File: config.mk
export PLATFORM = sky130hd
export DESIGN_NAME = gsqr_front
export DESIGN_NICKNAME = d
export VERILOG_FILES = /design/src/hdl/gram_schmidt_qr_3x3_assert.svh /design/src/hdl/gsqr_pkg.sv /design/src/hdl/gsqr_front.sv
export SDC_FILE = /design/constraint.sdc
export NUM_CORES = 1
export LEC_CHECK = 0
export BUFFER_PORTS_ARGS = -buffer_cell sky130_fd_sc_hd__clkbuf_2
export CORE_AREA = 2 2 225 227
export DETAILED_ROUTE_END_ITERATION = 12
export DIE_AREA = 0 0 227 229
export HOLD_SLACK_MARGIN = 0.12
export PLACE_DENSITY_LB_ADDON = 0.12
export SLEW_MARGIN = 15
export SYNTH_ARGS = -nofsm -noshare
export SYNTH_HDL_FRONTEND = slang
export SYNTH_SLANG_ARGS = --single-unit
File: constraint.sdc
create_clock -name clock -period 13.4 [get_ports clock]
set_input_delay 2.68 -clock clock [delete_from_list [all_inputs] [get_ports clock]]
set_output_delay 2.68 -clock clock [all_outputs]
set_load 0.05 [all_outputs]
File: src/hdl/gram_schmidt_qr_3x3_assert.svh
// ----------------------------------------------------------------------------
// gram_schmidt_qr_3x3_assert
// assertion helpers for the rtl files (included by gsqr_back)
// ----------------------------------------------------------------------------
`ifndef GRAM_SCHMIDT_QR_3X3_ASSERT_SVH
`define GRAM_SCHMIDT_QR_3X3_ASSERT_SVH

// same-cycle implication
`define GSQR_ASSERT_NOW(lbl, ante, cons, msg) \
   lbl: assert property (@(posedge clock) disable iff (reset) (ante) |-> (cons)) \
      else $error(msg);

// next-cycle implication
`define GSQR_ASSERT_NEXT(lbl, ante, cons, msg) \
   lbl: assert property (@(posedge clock) disable iff (reset) (ante) |=> (cons)) \
      else $error(msg);

`endif

File: src/hdl/gsqr_pkg.sv
// ----------------------------------------------------------------------------
// gsqr_pkg
// shared widths, beat types and rounding helpers for the 3x3 gram-schmidt qr
// ----------------------------------------------------------------------------
package gsqr_pkg;

   localparam int WORD_BITS    = 32;
   localparam int FRAC_BITS    = 16;
   localparam int ACC_BITS     = 2 * WORD_BITS + 4;
   localparam int SQ_BITS      = 2 * WORD_BITS;
   localparam int NUM_BITS     = WORD_BITS + FRAC_BITS + 1;
   localparam int SQ_CNT_BITS  = $clog2(WORD_BITS);
   localparam int DIV_CNT_BITS = $clog2(NUM_BITS);

   localparam logic [WORD_BITS-1:0] MAXW = {1'b0, {(WORD_BITS-1){1'b1}}};
   localparam logic [WORD_BITS-1:0] MINW = {1'b1, {(WORD_BITS-1){1'b0}}};
   localparam logic signed [ACC_BITS-1:0] MAXA = ACC_BITS'(MAXW);
   localparam logic signed [ACC_BITS-1:0] MINA = -MAXA - ACC_BITS'(1);
   localparam logic signed [ACC_BITS-1:0] HALF = ACC_BITS'(1) << (FRAC_BITS - 1);

   typedef logic [8:0][WORD_BITS-1:0] mat_type;

   typedef struct packed {
      logic [1:0]                 col;
      logic [2:0][WORD_BITS-1:0] q;
      logic [2:0][WORD_BITS-1:0] r;
      logic                       last;
   } res_type;

   // round half up at the binary point, then clamp to one word
   function automatic logic [WORD_BITS-1:0] rnd_sat(input logic signed [ACC_BITS-1:0] v);
      logic signed [ACC_BITS-1:0] t;
      t = (v + HALF) >>> FRAC_BITS;
      if (t > MAXA) begin
         return MAXW;
      end else if (t < MINA) begin
         return MINW;
      end else begin
         return t[WORD_BITS-1:0];
      end
   endfunction

endpackage

File: src/hdl/gsqr_front.sv
// ----------------------------------------------------------------------------
// gsqr_front
// accepts matrix beats and holds up to two of them for the column engine
// ----------------------------------------------------------------------------
module gsqr_front (
   input  logic             clock,
   input  logic             reset,
   input  logic             push,
   output logic             full,
   input  gsqr_pkg::mat_type in_mat,
   output logic             avail,
   input  logic             take,
   output gsqr_pkg::mat_type out_mat
);
   import gsqr_pkg::*;

   mat_type    slot_ff [2];
   logic       wr_ff, wr_in;
   logic       rd_ff, rd_in;
   logic [1:0] cnt_ff, cnt_in;
   logic       do_wr, do_rd;

   assign full    = (cnt_ff == 2'd2);
   assign avail   = (cnt_ff != 2'd0);
   assign out_mat = slot_ff[rd_ff];
   assign do_wr   = push && !full;
   assign do_rd   = take && avail;

   always_comb begin
      wr_in  = wr_ff ^ do_wr;
      rd_in  = rd_ff ^ do_rd;
      cnt_in = cnt_ff + 2'(do_wr) - 2'(do_rd);
   end

   always_ff @(posedge clock) begin
      if (reset) begin
         wr_ff  <= 1'b0;
         rd_ff  <= 1'b0;
         cnt_ff <= 2'd0;
      end else begin
         wr_ff  <= wr_in;
         rd_ff  <= rd_in;
         cnt_ff <= cnt_in;
      end
   end

   always_ff @(posedge clock) begin
      if (do_wr) begin
         slot_ff[wr_ff] <= in_mat;
      end
   end

endmodule

==> summary.md <==
| Metric | Value |
|---|---|
| Status | `finished clean` |
| CTS max path bufs | `3` |
| Critical Path Source | `rd_ff` |
| Root Buffer | `clkbuf_16` |
| Power Density | `219 nW/µm²` |
| Sequential area share after synthesis | `82.7%` |
| DIE AREA | `52,000 µm²` |
| Setup tns final | `0 ns` |
| Placed cell count | `2,146` |
| Yosys top cell by area | `edfxtp_1` |
| Synth Register Bits | `580` |
| Met2 WL | `24,500 µm` |
| Max Fclk | `149 MHz` |
| Initial Utilization | `42.3%` |
| Vias in the first global route | `11.3k` |
| Share of cells above drive strength 1 | `60.5%` |
| Dpl ws | `7.35 ns` |
| Crit path kind | `reg -> out` |
| Max Cap Viol | `0` |
| Fin Clk Skew | `0.0175 ns` |
| Post-cts resize count | `0` |
| Gpl congestion | `0.778` |
| Netlist cell types | `16` |
| Worst setup margin | `6.71 ns` |
| Clock latency on the worst-skew pair | `0.60 ns` |
| Drc violations | `0` |
| M1 WL | `18,400 µm` |
| Largest net degree at the start of global routing | `168` |
| Post-detailed-placement half-perimeter wirelength | `34,100 µm` |
| Post-CTS setup buffer count | `0` |
| Area growth, synth to finish | `25.8%` |
| Drt first pass iters | `4` |
| Tightest Hold Check Type | `reg -> reg` |
| Synth warn | `0` |
| Max Slew Vio Count | `0` |
| # port buffers | `581` |
| Mapped Avg Cell Area | `22.9 µm²` |
| Max VDD drop | `0.148 mV` |
| I/O pins | `582` |
| Final core occ | `53.2%` |
| Crit path DAT | `4.01 ns` |
| DR iter-0 viols | `592` |
| R2R Path End | `slot_ff[1][205]` |
| Synth area leaders | `edfxtp_1 82%, mux2_2 15%, buf_6 0.59%` |
| Clock sink count | `580` |
| Post-layout power | `5.78 mW` |
| Placed Area | `24,600 µm²` |
| Core Area | `49,700 µm²` |
| Met3 wire length | `4960 µm` |
| Antenna viol nets, final | `0` |
| Initial antenna violation count | `13` |
| Nets | `1,831` |
| Period minus WS final | `6.69 ns` |
| Routed WL per cell | `22.0 µm` |
| R2r setup slk | `10.39 ns` |
| Syn_nets | `1,215` |
| Top sig layer | `met5` |
| Crit Reg-Reg Startpoint | `cnt_ff[0]` |
| DRT Wirelength | `49,800 µm` |
| Hold Vio Cnt, Final | `0` |
| Die W | `227 µm` |
| Commonest non-fill, non-tap cell in the layout | `clkbuf_2` |
| Final setup fails | `0` |
| Grt ovf | `0` |
| Avg Vias per Cell | `4.76` |
| Rows | `82` |
| Worst-path clk slew | `0.06 ns` |
| Tcrit/Tclk final | `50.0%` |
| Die Ht | `229 µm` |
| Hold-fix buffers, CTS | `0` |
| Global Route Usage Sum | `18.6%` |
| Fillers | `4,118` |
| CTS tree | `yes` |
| Cells on worst reg2reg path | `4` |
| Non-filler cells, final | `2,262` |
| Unrepaired setup endpoints after global routing | `false` |
| Post-Syn Instances | `919` |
| Final hold slack | `0.635 ns` |
| Crit end category | `primary output` |
| CTS Buf Count | `59` |
| Routed via count | `10.8k` |
| Startpoint types | `flop` |
| Fin area | `26,400 µm²` |
| P_leak | `9.88 nW` |
| Slew Limit Headroom | `23.4%` |
| Crit path max fanout | `167` |
| Worst EP required | `10.72 ns` |
| Commonest non-fill, non-tap cells in the layout | `581 x clkbuf_2, 576 x edfxtp_1, 289 x mux2_2` |
| First-pass GRT wire length | `70,500 µm` |
| Critical Path End | `out_mat[89]` |
| Synth Cell Area | `21,000 µm²` |
| Htree depth | `2` |
| Share of the synthesized area in the top cell type | `82.4%` |
| Slew @ Worst Pin | `1.15 ns` |
flip-flops by register name, indices dropped and copies added (netlist names):
name / count
slot_ff: 576
cnt_ff: 2
wr_ff: 1
rd_ff: 1
per-layer routing:
layer  GRT usage [%]  up-vias
met5               0        -
met4            8.29        8
met2            31.0      392
met1            20.5     5347
met3            8.08       96
li1                -     4928
worst max-delay path, cell delays in order (launching register included):
cell and delay, ns:
dfxtp_4 1.02, buf_12 0.78, buf_4 0.68, mux2_2 0.41
clkbuf_2 0.24
report_power, final:
part / switching, mW / internal (mW) / total, mW
clock: 0.647 / 0.865 / 1.51
sequential: 0.0831 / 2.31 / 2.39
combinational: 1.40 / 0.475 / 1.87
area by class of cell:
class,count,area [µm²],area share [%]
Sequential cell,580,17400,65.8
Clock buffer,79,1590,6.02
Clock inverter,29,184,0.696
Multi-Input combinational cell,304,3410,12.9
Inverter,3,11.3,0.0426
Timing Repair Buffer,587,2990,11.3
Tap cell,672,841,3.18
Antenna cell,8,20.0,0.0758
worst min-delay path by stage:
stage                     startpoint         to  slack [ns]  cells after the start
after floorplan                wr_ff      wr_ff        0.53                      3
after global placement         wr_ff      wr_ff        0.62                      3
after detailed placement   cnt_ff[0]  cnt_ff[0]        0.63                      2
after CTS                      wr_ff      wr_ff        0.64                      3
after global routing           wr_ff      wr_ff        0.68                      3
final                          wr_ff      wr_ff        0.63                      3
logic make-up after synthesis:
logic type	share of synthesized area [%]
multiplexers	15.5
buffers and inverters	1.16
flip-flops	82.7
XOR/XNOR	0.107
adder cells (fa/ha/maj)	0.238
AND/OR/NAND/NOR	0.220
AO/OA/AOI/OAI	0.0358
cells in the mapped netlist:
| cell type | instances |
|---|---|
| or2_2 | 1 |
| ha_1 | 4 |
| buf_2 | 20 |
| nor2b_1 | 2 |
| edfxtp_1 | 576 |
| mux2_2 | 289 |
| nor2_1 | 3 |
| buf_6 | 11 |
| inv_1 | 3 |
| dfxtp_1 | 4 |
| nand2b_1 | 1 |
| and2_1 | 1 |
| o21a_1 | 1 |
| nand2_1 | 1 |
| buf_4 | 1 |
| xnor3_1 | 1 |
Power figures use the tool's default switching activity.
